==> src/rtl/tet_pkg.sv <==
// shared types, codes and mapping functions of the text encoding transcoder
// no dependencies; imported by the top, decode, encode and serial modules
package tet_pkg;

  // encoding codes (0 and 1 both select cp866)
  localparam logic [1:0] ENC_CP866 = 2'd0;
  localparam logic [1:0] ENC_UTF16 = 2'd2;
  localparam logic [1:0] ENC_UTF8  = 2'd3;

  // configuration register indexes
  localparam logic CFG_SRC = 1'b0;
  localparam logic CFG_DST = 1'b1;

  localparam int unsigned CP_W = 21;

  // character constants
  localparam logic [7:0]  CH_QUEST   = 8'h3F;
  localparam logic [10:0] CP_CYR_A   = 11'h410;
  localparam logic [10:0] CP_CYR_R   = 11'h440;
  localparam logic [10:0] CP_CYR_END = 11'h450;
  localparam logic [10:0] CP_YO_UP   = 11'h401;
  localparam logic [10:0] CP_YO_LO   = 11'h451;
  localparam logic [7:0]  B866_YO_UP = 8'hF0;
  localparam logic [7:0]  B866_YO_LO = 8'hF1;

  // decoded character handed to the encoder
  typedef struct packed {
    logic            valid;
    logic            term;
    logic [CP_W-1:0] cp;
  } char_t;

  // encoded bytes of one character
  typedef struct packed {
    logic [3:0][7:0] bytes;
    logic [1:0]      last_idx;
  } enc_t;

  // cp866 byte to code point
  function automatic logic [10:0] cp866_decode(input logic [7:0] b);
    logic [10:0] r;
    if (b < 8'h80)       r = {3'b000, b};
    else if (b < 8'hB0)  r = {3'b000, b} + (CP_CYR_A - 11'h080);
    else if (b < 8'hE0)  r = {3'b000, CH_QUEST};
    else if (b < 8'hF0)  r = {3'b000, b} + (CP_CYR_R - 11'h0E0);
    else if (b == B866_YO_UP) r = CP_YO_UP;
    else if (b == B866_YO_LO) r = CP_YO_LO;
    else                 r = {3'b000, CH_QUEST};
    return r;
  endfunction

  // code point to cp866 byte, unmappable gives '?'
  function automatic logic [7:0] cp866_encode(input logic [CP_W-1:0] ch);
    logic [7:0] r;
    if (ch < 21'h80)                       r = ch[7:0];
    else if (ch == {10'd0, CP_YO_UP})      r = B866_YO_UP;
    else if (ch < {10'd0, CP_CYR_A})       r = CH_QUEST;
    else if (ch < {10'd0, CP_CYR_R})       r = ch[7:0] + 8'h70;
    else if (ch < {10'd0, CP_CYR_END})     r = ch[7:0] + 8'hA0;
    else if (ch == {10'd0, CP_YO_LO})      r = B866_YO_LO;
    else                                   r = CH_QUEST;
    return r;
  endfunction

endpackage

==> src/rtl/text_encoding_transcoder_top.sv <==
// top level of the text encoding transcoder
// depends on tet_pkg, tet_decode, tet_encode, tet_serial
//
// Usage:
//   in_*  : one source byte per item in in_tdata[7:0].
//   out_* : one destination byte per item in out_tdata[7:0]; out_tlast marks
//           the last byte caused by one source byte, out_tuser marks the
//           final byte of the string terminator.
//   cfg_* : cfg_index 0 selects the source encoding, 1 the destination
//           (0/1 cp866, 2 utf-16le, 3 utf-8); any write drops a partial
//           character. Write only while no bytes are in flight.
// Latency: the first byte of a completed character shows in the cycle after
//   its last source byte is taken. A source byte is taken every cycle while
//   each character encodes to one byte and the receiver is ready; a character
//   of several bytes holds the input until its final byte leaves the single
//   output register, which sends the bytes one per cycle while out_tready is high.
// Reset (rst_n low, synchronous) selects cp866 both ways and clears all
//   partial state. When the receiver stalls, the output byte holds and the
//   input is not taken until the final byte of the character leaves.
module text_encoding_transcoder_top
  import tet_pkg::*;
(
  input  logic       clk,
  input  logic       rst_n,
  input  logic       in_tvalid,
  output logic       in_tready,
  input  logic [7:0] in_tdata,   // [7:0] in_byte
  output logic       out_tvalid,
  input  logic       out_tready,
  output logic [7:0] out_tdata,  // [7:0] out_byte
  output logic       out_tuser,  // [0] end_of_string
  output logic       out_tlast,
  input  logic       cfg_we,
  input  logic       cfg_index,
  input  logic [1:0] cfg_wdata
);

  logic [1:0] src_r;
  logic [1:0] dst_r;
  logic       accept;
  logic       can_load;
  char_t      chr;
  enc_t       enc;

  assign in_tready = can_load;
  assign accept    = in_tvalid & in_tready;

  // configuration registers
  always_ff @(posedge clk) begin
    if (!rst_n) begin
      src_r <= ENC_CP866;
      dst_r <= ENC_CP866;
    end else if (cfg_we) begin
      case (cfg_index)
        CFG_SRC: src_r <= cfg_wdata;
        CFG_DST: dst_r <= cfg_wdata;
        default: ;
      endcase
    end
  end

  tet_decode u_decode (
    .clk      (clk),
    .rst_n    (rst_n),
    .accept   (accept),
    .in_byte  (in_tdata),
    .src_code (src_r),
    .clear    (cfg_we),
    .chr      (chr)
  );

  tet_encode u_encode (
    .dst_code (dst_r),
    .cp       (chr.cp),
    .enc      (enc)
  );

  tet_serial u_serial (
    .clk        (clk),
    .rst_n      (rst_n),
    .load       (chr.valid),
    .load_term  (chr.term),
    .enc        (enc),
    .can_load   (can_load),
    .out_tvalid (out_tvalid),
    .out_tready (out_tready),
    .out_tdata  (out_tdata),
    .out_tuser  (out_tuser),
    .out_tlast  (out_tlast)
  );

endmodule

==> src/rtl/tet_decode.sv <==
// source decoder: partial-character state and code point assembly
// depends on tet_pkg
module tet_decode
  import tet_pkg::*;
(
  input  logic       clk,
  input  logic       rst_n,
  input  logic       accept,
  input  logic [7:0] in_byte,
  input  logic [1:0] src_code,
  input  logic       clear,
  output char_t      chr
);

  logic [CP_W-1:0] acc_r, acc_nxt;
  logic [1:0]      pend_r, pend_nxt;
  logic            held_r, held_nxt;
  logic [CP_W-1:0] acc_shift;
  logic [1:0]      pend_dec;
  logic            valid;
  logic [CP_W-1:0] cp;

  assign acc_shift = {acc_r[CP_W-7:0], in_byte[5:0]};
  assign pend_dec  = pend_r - 2'd1;

  // decode one item and work out the next partial state
  always_comb begin
    acc_nxt  = acc_r;
    pend_nxt = pend_r;
    held_nxt = held_r;
    valid    = 1'b0;
    cp       = '0;
    if (src_code == ENC_UTF16) begin
      if (!held_r) begin
        acc_nxt  = {{(CP_W-8){1'b0}}, in_byte};
        held_nxt = 1'b1;
      end else begin
        cp       = {{(CP_W-16){1'b0}}, in_byte, acc_r[7:0]};
        valid    = 1'b1;
        acc_nxt  = '0;
        pend_nxt = '0;
        held_nxt = 1'b0;
      end
    end else if (src_code == ENC_UTF8) begin
      if (pend_r != 2'd0) begin
        if (pend_dec != 2'd0) begin
          acc_nxt  = acc_shift;
          pend_nxt = pend_dec;
        end else begin
          cp       = acc_shift;
          valid    = 1'b1;
          acc_nxt  = '0;
          pend_nxt = '0;
          held_nxt = 1'b0;
        end
      end else if (in_byte < 8'h80) begin
        cp    = {{(CP_W-8){1'b0}}, in_byte};
        valid = 1'b1;
      end else if (in_byte < 8'hC0 || in_byte >= 8'hF8) begin
        cp    = {{(CP_W-8){1'b0}}, CH_QUEST};
        valid = 1'b1;
      end else if (in_byte < 8'hE0) begin
        acc_nxt  = {{(CP_W-5){1'b0}}, in_byte[4:0]};
        pend_nxt = 2'd1;
      end else if (in_byte < 8'hF0) begin
        acc_nxt  = {{(CP_W-4){1'b0}}, in_byte[3:0]};
        pend_nxt = 2'd2;
      end else begin
        acc_nxt  = {{(CP_W-3){1'b0}}, in_byte[2:0]};
        pend_nxt = 2'd3;
      end
    end else begin
      cp    = {{(CP_W-11){1'b0}}, cp866_decode(in_byte)};
      valid = 1'b1;
    end
    // a zero character ends the string and drops all partial state
    if (valid && cp == '0) begin
      acc_nxt  = '0;
      pend_nxt = '0;
      held_nxt = 1'b0;
    end
  end

  assign chr.valid = accept & valid;
  assign chr.term  = (cp == '0);
  assign chr.cp    = cp;

  // partial-character state
  always_ff @(posedge clk) begin
    if (!rst_n || clear) begin
      acc_r  <= '0;
      pend_r <= '0;
      held_r <= 1'b0;
    end else if (accept) begin
      acc_r  <= acc_nxt;
      pend_r <= pend_nxt;
      held_r <= held_nxt;
    end
  end

endmodule

==> src/rtl/tet_encode.sv <==
// destination encoder: code point to one to four bytes
// depends on tet_pkg
module tet_encode
  import tet_pkg::*;
(
  input  logic [1:0]      dst_code,
  input  logic [CP_W-1:0] cp,
  output enc_t            enc
);

  always_comb begin
    enc.bytes    = '0;
    enc.last_idx = 2'd0;
    if (dst_code == ENC_UTF16) begin
      enc.bytes[0] = cp[7:0];
      enc.bytes[1] = cp[15:8];
      enc.last_idx = 2'd1;
    end else if (dst_code == ENC_UTF8) begin
      if (cp < 21'h80) begin
        enc.bytes[0] = cp[7:0];
      end else if (cp < 21'h800) begin
        enc.bytes[0] = {3'b110, cp[10:6]};
        enc.bytes[1] = {2'b10, cp[5:0]};
        enc.last_idx = 2'd1;
      end else if (cp < 21'h10000) begin
        enc.bytes[0] = {4'b1110, cp[15:12]};
        enc.bytes[1] = {2'b10, cp[11:6]};
        enc.bytes[2] = {2'b10, cp[5:0]};
        enc.last_idx = 2'd2;
      end else begin
        enc.bytes[0] = {5'b11110, cp[20:18]};
        enc.bytes[1] = {2'b10, cp[17:12]};
        enc.bytes[2] = {2'b10, cp[11:6]};
        enc.bytes[3] = {2'b10, cp[5:0]};
        enc.last_idx = 2'd3;
      end
    end else begin
      enc.bytes[0] = cp866_encode(cp);
    end
  end

endmodule

==> src/rtl/tet_serial.sv <==
// result register: holds one encoded character and sends it byte by byte
// depends on tet_pkg
module tet_serial
  import tet_pkg::*;
(
  input  logic       clk,
  input  logic       rst_n,
  input  logic       load,
  input  logic       load_term,
  input  enc_t       enc,
  output logic       can_load,
  output logic       out_tvalid,
  input  logic       out_tready,
  output logic [7:0] out_tdata,
  output logic       out_tuser,
  output logic       out_tlast
);

  logic            valid_r;
  logic [3:0][7:0] bytes_r;
  logic [1:0]      last_r;
  logic [1:0]      idx_r;
  logic            term_r;

  assign out_tvalid = valid_r;
  assign out_tdata  = bytes_r[idx_r];
  assign out_tlast  = (idx_r == last_r);
  assign out_tuser  = term_r & out_tlast;
  // free once the final byte leaves
  assign can_load   = !valid_r || (out_tready && out_tlast);

  // control
  always_ff @(posedge clk) begin
    if (!rst_n) begin
      valid_r <= 1'b0;
      idx_r   <= '0;
    end else if (load) begin
      valid_r <= 1'b1;
      idx_r   <= '0;
    end else if (valid_r && out_tready) begin
      if (out_tlast) valid_r <= 1'b0;
      else idx_r <= idx_r + 2'd1;
    end
  end

  // payload
  always_ff @(posedge clk) begin
    if (load) begin
      bytes_r <= enc.bytes;
      last_r  <= enc.last_idx;
      term_r  <= load_term;
    end
  end

endmodule

==> config.mk <==
export PLATFORM = sky130hd
export DESIGN_NAME = text_encoding_transcoder_top
export DESIGN_NICKNAME = d
export VERILOG_FILES = /design/src/rtl/tet_pkg.sv /design/src/rtl/text_encoding_transcoder_top.sv /design/src/rtl/tet_decode.sv /design/src/rtl/tet_encode.sv /design/src/rtl/tet_serial.sv
export SDC_FILE = /design/constraint.sdc
export NUM_CORES = 1
export LEC_CHECK = 0
export ABC_CLOCK_PERIOD_IN_PS = 9800
export BUFFER_PORTS_ARGS = -buffer_cell sky130_fd_sc_hd__buf_2
export CAP_MARGIN = 20
export CORE_ASPECT_RATIO = 1.4
export CORE_MARGIN = 4
export CORE_UTILIZATION = 60
export CTS_CLUSTER_DIAMETER = 200
export DETAILED_ROUTE_END_ITERATION = 6
export PLACE_DENSITY_LB_ADDON = 0.15
export SLEW_MARGIN = 20
export SYNTH_ARGS = -nofsm -noshare
export SYNTH_HDL_FRONTEND = slang
export SYNTH_SLANG_ARGS = --single-unit
==> constraint.sdc <==
create_clock -name clk -period 9.8 [get_ports clk]
set_input_delay 0 -clock clk [delete_from_list [all_inputs] [get_ports clk]]
set_output_delay 0 -clock clk [all_outputs]
set_load 0.03 [all_outputs]
=== Word level (Yosys, flattened, before mapping) ===
Cells that the tools add are included.

* Word-level logic and storage cells: 150
* ROM bits: 0
* Input port bits: 16
* Bits in registers: 60
* Memories kept: 0
* Output and inout port bits: 12
* Latch bits: 0
* Bits in writable memories: 0

* $add $sub $neg: 6
* Multipliers: 0
* Bitwise operators: 7
* Multiplexer cells: 71
* Magnitude comparators: 13
* Reductions and logical operators: 25
* Shift-type cells: 0
* Divide/modulo/power cells: 0
* Eq/ne operators: 13

{| class="wikitable"
|+ Operators by type and width
! cell !! count
|-
| 2-to-1 mux 15 bit || 7
|-
| 2-to-1 mux 21 bit || 5
|-
| 2-to-1 mux 26 bit || 4
|-
| 2-to-1 mux 8 bit || 13
|-
| 2-to-1 mux 11 bit || 6
|-
| less-than comparator 21 x 11 -> 1 bit (second input constant) || 3
|-
| equality test 21 x 11 -> 1 bit (second input constant) || 2
|-
| less-than comparator 8 bit (second input constant) || 5
|-
| 2-to-1 mux 18 bit || 2
|-
| 2-to-1 mux 24 bit || 1
|-
| adder 8 x 10 -> 11 bit (second input constant) || 2
|-
| 2-to-1 mux 2 bit || 11
|-
| logical NOT 21 bit || 1
|-
| less-than comparator 21 x 12 -> 1 bit (second input constant) || 1
|-
| less-than comparator 21 x 17 -> 1 bit (second input constant) || 1
|-
| less-than comparator 21 x 8 -> 1 bit (second input constant) || 1
|-
| 2-to-1 mux 1 bit || 17
|-
| binary-select mux 8 bit (select 2 bit) || 1
|-
| equality test 8 bit (second input constant) || 2
|-
| 2-to-1 mux 16 bit || 1
|-
| adder 8 x 7 -> 8 bit (second input constant) || 1
|-
| adder 8 bit (second input constant) || 1
|-
| equality test 2 bit (second input constant) || 4
|-
| greater-or-equal comparator 8 bit (second input constant) || 1
|-
| 22 further kinds || 42
|}

=== Depth between registers and ports, before layout ===
* Depth in word-level cells: 19
* Mapped depth: 17
* Depth with buffers taken out: 14

=== By module ===
From an unflattened synthesis, not the netlist that was laid out.

* Cells, all modules: 512
* Area total of the unflattened synthesis: 4,579.4 sq um

{| class="wikitable"
|+ Modules (own cells, without submodules)
! module !! area each (sq um) !! instances !! cells an instance !! seq. area each (sq um)
|-
| tet_decode || 1,918.1 || 1 || 267 || 360.3
|-
| tet_serial || 1,460.2 || 1 || 68 || 1,111.1
|-
| tet_encode || 1,032.2 || 1 || 160 || 0.0
|-
| text_encoding_transcoder_top || 168.9 || 1 || 17 || 80.1
|}

=== Least setup slack after synthesis ===
No wires, ideal clock.

* Path type: register to register
* Start point: reg u_serial.idx_r[1]
* End point: reg u_serial.bytes_r[0] (netlist name) (enable)
* Period minus slack after synthesis: 3.738 ns
* Slack: 6.062 ns
* Cell stages (with the launch flop): 8
* Setup time: 0.427 ns
* Arrival time: 3.311 ns
* Buffers on the path: 1
* Path through: dfxtp_1 -> clkbuf_1 -> xor2_1 -> nor2_1 -> nand2_1 -> nand2_1 -> nand2_1 -> nor2b_1

{| class="wikitable"
|+ RTL lines
! item !! RTL line !! RTL
|-
| start: declaration || tet_serial.sv:22 || <nowiki>logic [1:0] idx_r;</nowiki>
|-
| start signal: assignment || tet_serial.sv:42 || <nowiki>else idx_r <= idx_r + 2'd1;</nowiki>
|-
| end signal: assignment || tet_serial.sv:49 || <nowiki>bytes_r <= enc.bytes;</nowiki>
|-
| end: declaration || tet_serial.sv:20 || <nowiki>logic [3:0][7:0] bytes_r;</nowiki>
|}

=== Worst setup path in the final report ===
* Start point: reg u_decode.pend_r[0]
* End point: reg u_decode.acc_r[12]

* Word-level cells in the longest chain between the ends: 10
* Elaborated cells between the ends (all ways): 22
* Those cells by class: 1 x add/sub; 2 x eq/ne; 13 x mux; 6 x reduce/logical

{| class="wikitable"
|+ RTL lines
! item !! RTL line !! RTL
|-
| start: declaration || tet_decode.sv:16 || <nowiki>logic [1:0] pend_r, pend_nxt;</nowiki>
|-
| start signal: assignment || tet_decode.sv:96 || <nowiki>pend_r <= pend_nxt;</nowiki>
|-
| subtractor 2 x 1 -> 2 bit || tet_decode.sv:24 || <nowiki>assign pend_dec = pend_r - 2'd1;</nowiki>
|-
| nonzero test 2 bit || tet_decode.sv:46 || <nowiki>if (pend_dec != 2'd0) begin</nowiki>
|-
| 2-to-1 mux 21 bit || tet_decode.sv:46 ||
|-
| 2-to-1 mux 21 bit || tet_decode.sv:45 || <nowiki>if (pend_r != 2'd0) begin</nowiki>
|-
| 2-to-1 mux 21 bit || tet_decode.sv:44 || <nowiki>end else if (src_code == ENC_UTF8) begin</nowiki>
|-
| 2-to-1 mux 21 bit || tet_decode.sv:33 || <nowiki>if (src_code == ENC_UTF16) begin</nowiki>
|-
| logical NOT 21 bit || tet_decode.sv:77 || <nowiki>if (valid && cp == '0) begin</nowiki>
|-
| logical AND 1 bit || tet_decode.sv:77 ||
|-
| inequality test 4 x 2 -> 1 bit (no line) / nonzero test 3 bit (equally long branches) || -- ||
|-
| AND reduction 4 bit (no line) || -- ||
|-
| end signal: assignment || tet_decode.sv:95 || <nowiki>acc_r <= acc_nxt;</nowiki>
|-
| end: declaration || tet_decode.sv:15 || <nowiki>logic [CP_W-1:0] acc_r, acc_nxt;</nowiki>
|}

Several ways; a longest one is shown, not always the timed one. The select of a mux whose other input is x is not followed.
A chain may end at the register's enable or synchronous reset.

==> metrics.cfg <==
[timing]
max_freq_mhz = 217
hold_viol_final = 0
setup_violations = 0
setup_ws_ps = 5190
fin_crit_ps = 4610
worst_slew_pin_slew_ps = 826
final_max_slew_viol_count = 0
timing.final.crit_share_pct = 47.1
rsz0062_at_grt = false
slew_headroom_pct = 44.7
hold_ws_ps = 18.6
finClkSkew_ps = 12.4
fin_tns_setup_ps = 0

[global_routing]
grt_overflow = 0
antenna_found_initial = 0
grt_pass1_vias = 3837
grt_pass1_wl_um = 19600
grt_max_degree = 35
grt_usage_pct = 30.9

[die]
design.core.area_um2 = 6570
rows = 35
num_io_pins = 28
dieArea_um2 = 8170
start_util_pct = 61.8
dieWidth_um = 77.5
die-height_um = 105

[setup_path]
worstPathMaxFanout = 20
crit_arrival_ps = 4850
startpoint_type = flip-flop
criticalPathCategory = flip-flop to flip-flop
worstPathCellList = inv_1 > ha_1 > and4b_1 > o21ai_0 > a22oi_1 > nor3_2 > ha_1 > o21ai_0 > a211oi_1 > and4bb_1 > o21ba_4 > nor2_1 > a22o_1
cpPeakStageDelay_ps = 590
critPathSlowestCell = nor3_2
r2r_setup_slack_ps = 5190
r2r_end = u_decode.acc_r[12]
cp-end-kind = flip-flop
crit_required_ps = 10040
regToRegStartpoint = u_decode.pend_r[0]
rr_worst_depth = 13

[placement]
portBuffers = 27
place_hpwl_um = 9130
gp_congestion = 1.09
preCtsSetupSlack_ps = 5330

[cts]
clk_path_buf_depth = 2
htree_levels = 3
clk_pin_slew_ps = 80
clockRootBuffer = clkbuf_8
cts.sinks = 57
cts_made_buffers = 9
cts_tree = yes
clk_latency_ps = 340

[detailed_routing]
via_count = 3920
wirelength_um = 12200
drt_iter0_drc = 470
vias_per_cell = 7.21
first_pass_iters = 6
drc_errors = 0
wl_per_cell_um = 22.4
antenna_left = 0

[status]
run_status = finished, final reports clean

[yosys]
yosysWarnings = 0
syn-num-nets = 475
synth_enable_flop_cells = 32
syn_inst = 447
synth_top_area_share_pct = 23.7
synth_ff_type = edfxtp_1
yosysTopAreaCell = edfxtp_1
ys_seq_area_share_pct = 36.0
synth_seq_cells = 57
synthArstFlopShare_pct = 0
synth_most_common_cell = nor2_1
synth_commonest_cells = 45 x nor2_1, 38 x nand2_1, 32 x edfxtp_1
syn_avg_cell_area_um2 = 9.09
syn_area_um2 = 4060
synth_cell_type_count = 81
synth.top_cells.by_area = edfxtp_1 24%, dfxtp_1 12%, nor2_1 4.2%

[min_path]
hp-start = cfg_index
hold_end = dst_r[1]
hold_path_class = primary input to flip-flop
hold_path_depth = 4

[final_layout]
diodes = 0
nets = 493
drive_gt1_share_pct = 15.1
syn_to_final_growth_pct = 9.61
fillCellCount = 551
multiInputGateArea_um2 = 2400
regArea_um2 = 1460

[flow_run]
drv_cap = 0

[power_and_ir_drop]
p_per_area_nw_per_um2 = 138
finalPower_uw = 617
peakVddDrop_mv = 0.0996
leakage_nw = 1.65

==> per-stage QoR <==
stage	util [%]	std cells	area, µm²
finish	67.8	544	4450
global route	67.8	544	4450
CTS	67.8	544	4450
global placement	63.7	521	4180
detailed placement	63.7	521	4180
floorplan	-	447	4060
==> per-layer routing <==
| layer | GRT usage, % | vias up | wire length (µm) |
|---|---|---|---|
| li1 | - | 1774 | - |
| met1 | 32.9 | 1834 | 4410 |
| met2 | 54.1 | 240 | 6140 |
| met3 | 5.81 | 72 | 749 |
| met4 | 21.9 | 0 | 914 |
| met5 | 0 | - | 0 |
==> worst max-delay path: cells and delay by family (launching register included) <==
family,cells,cell delay (ps)
AND/OR/NAND/NOR,4,1850
flip-flops,1,340
buffers and inverters,1,60
adder cells (fa/ha/maj),2,820
AO/OA/AOI/OAI,6,1430
==> area by class of cell <==
class                   count  area share (%)
repair buffers             39            5.45
clock inverters             7            1.71
flip-flops and latches     57            32.8
clock buffers               9            2.78
inverters                  14            1.18
well taps                  74            2.08
multi-input cells         344            54.0
==> where the power goes <==
part	leakage [nW]	total, mW	internal, mW	switching, mW
registers	0.517	0.273	0.266	0.00718
logic	1.04	0.120	0.0435	0.0762
clock network	0.0983	0.223	0.119	0.104
total	1.65	0.617	0.429	0.187
==> worst max path at each step <==
| stage | slack, ps | startpoint | end | cells after the start |
|---|---|---|---|---|
| detailed placement | 5330 | u_decode.pend_r[0] | u_decode.acc_r[0] | 13 |
| finish | 5190 | u_decode.pend_r[0] | u_decode.acc_r[12] | 13 |
| floorplan | 6060 | u_serial.idx_r[1] | u_serial.bytes_r[0] | 7 |
| CTS | 5250 | u_decode.pend_r[0] | u_decode.acc_r[14] | 13 |
| global route | 4890 | u_decode.pend_r[0] | u_decode.acc_r[12] | 13 |
| global placement | 5270 | u_decode.pend_r[0] | u_decode.acc_r[0] | 13 |
==> cell families (layout without fill, tap and decap cells) <==
family,Yosys count,after routing,share of synthesized area (%)
compound gates,153,153,28.4
xor+xnor,6,6,1.29
fa+ha+maj,12,12,3.70
buf+inv,46,69,4.93
flops,57,57,36.0
mux,10,10,4.62
simple gates,163,163,21.1
==> registers in the layout (all words and copies together) (netlist names) <==
register             cells
u_serial.bytes_r        29
u_decode.pend_r          2
u_serial.last_r          2
u_serial.term_r          1
dst_r                    2
u_decode.acc_r          15
u_decode.held_r          1
src_r                    2
u_serial.idx_r           2
u_serial.out_tvalid      1
==> placed cells by master (no fill, tap or decap), types with 4 or more instances in the layout <==
cell type      Yosys  routed
mux4_2             7       7
a21boi_0           4       4
o211ai_1           7       7
edfxtp_1          32      32
dfxtp_1           25      25
nand4_1            7       7
nand2b_1           6       6
nor2b_1           12      11
nand4b_1           5       5
o22ai_1            8       8
a22oi_1            8       8
nor3_1             5       5
inv_1             12      12
buf_4              1       5
xor2_1             4       4
nand3_1           10      10
buf_2             12      27
a221oi_1           4       4
and3_1             5       5
nor4_1             5       5
dlygate4sd3_1      0       7
clkbuf_8           0       9
a31oi_1            6       6
a21oi_1           23      23
nand2_1           38      38
o21ai_0           21      21
nor2_1            45      45
a221o_1            4       4
a22o_1            13      13
a211oi_1          10      10
a211o_1            4       4
ha_1              12      12
==> timing repair <==
action	CTS	global route
gates resized for setup	0	0
endpoints found under the hold margin	8	0
hold buffers	7	0
buffers inserted	0	0
Note: power is estimated with default switching activity, not from simulation.
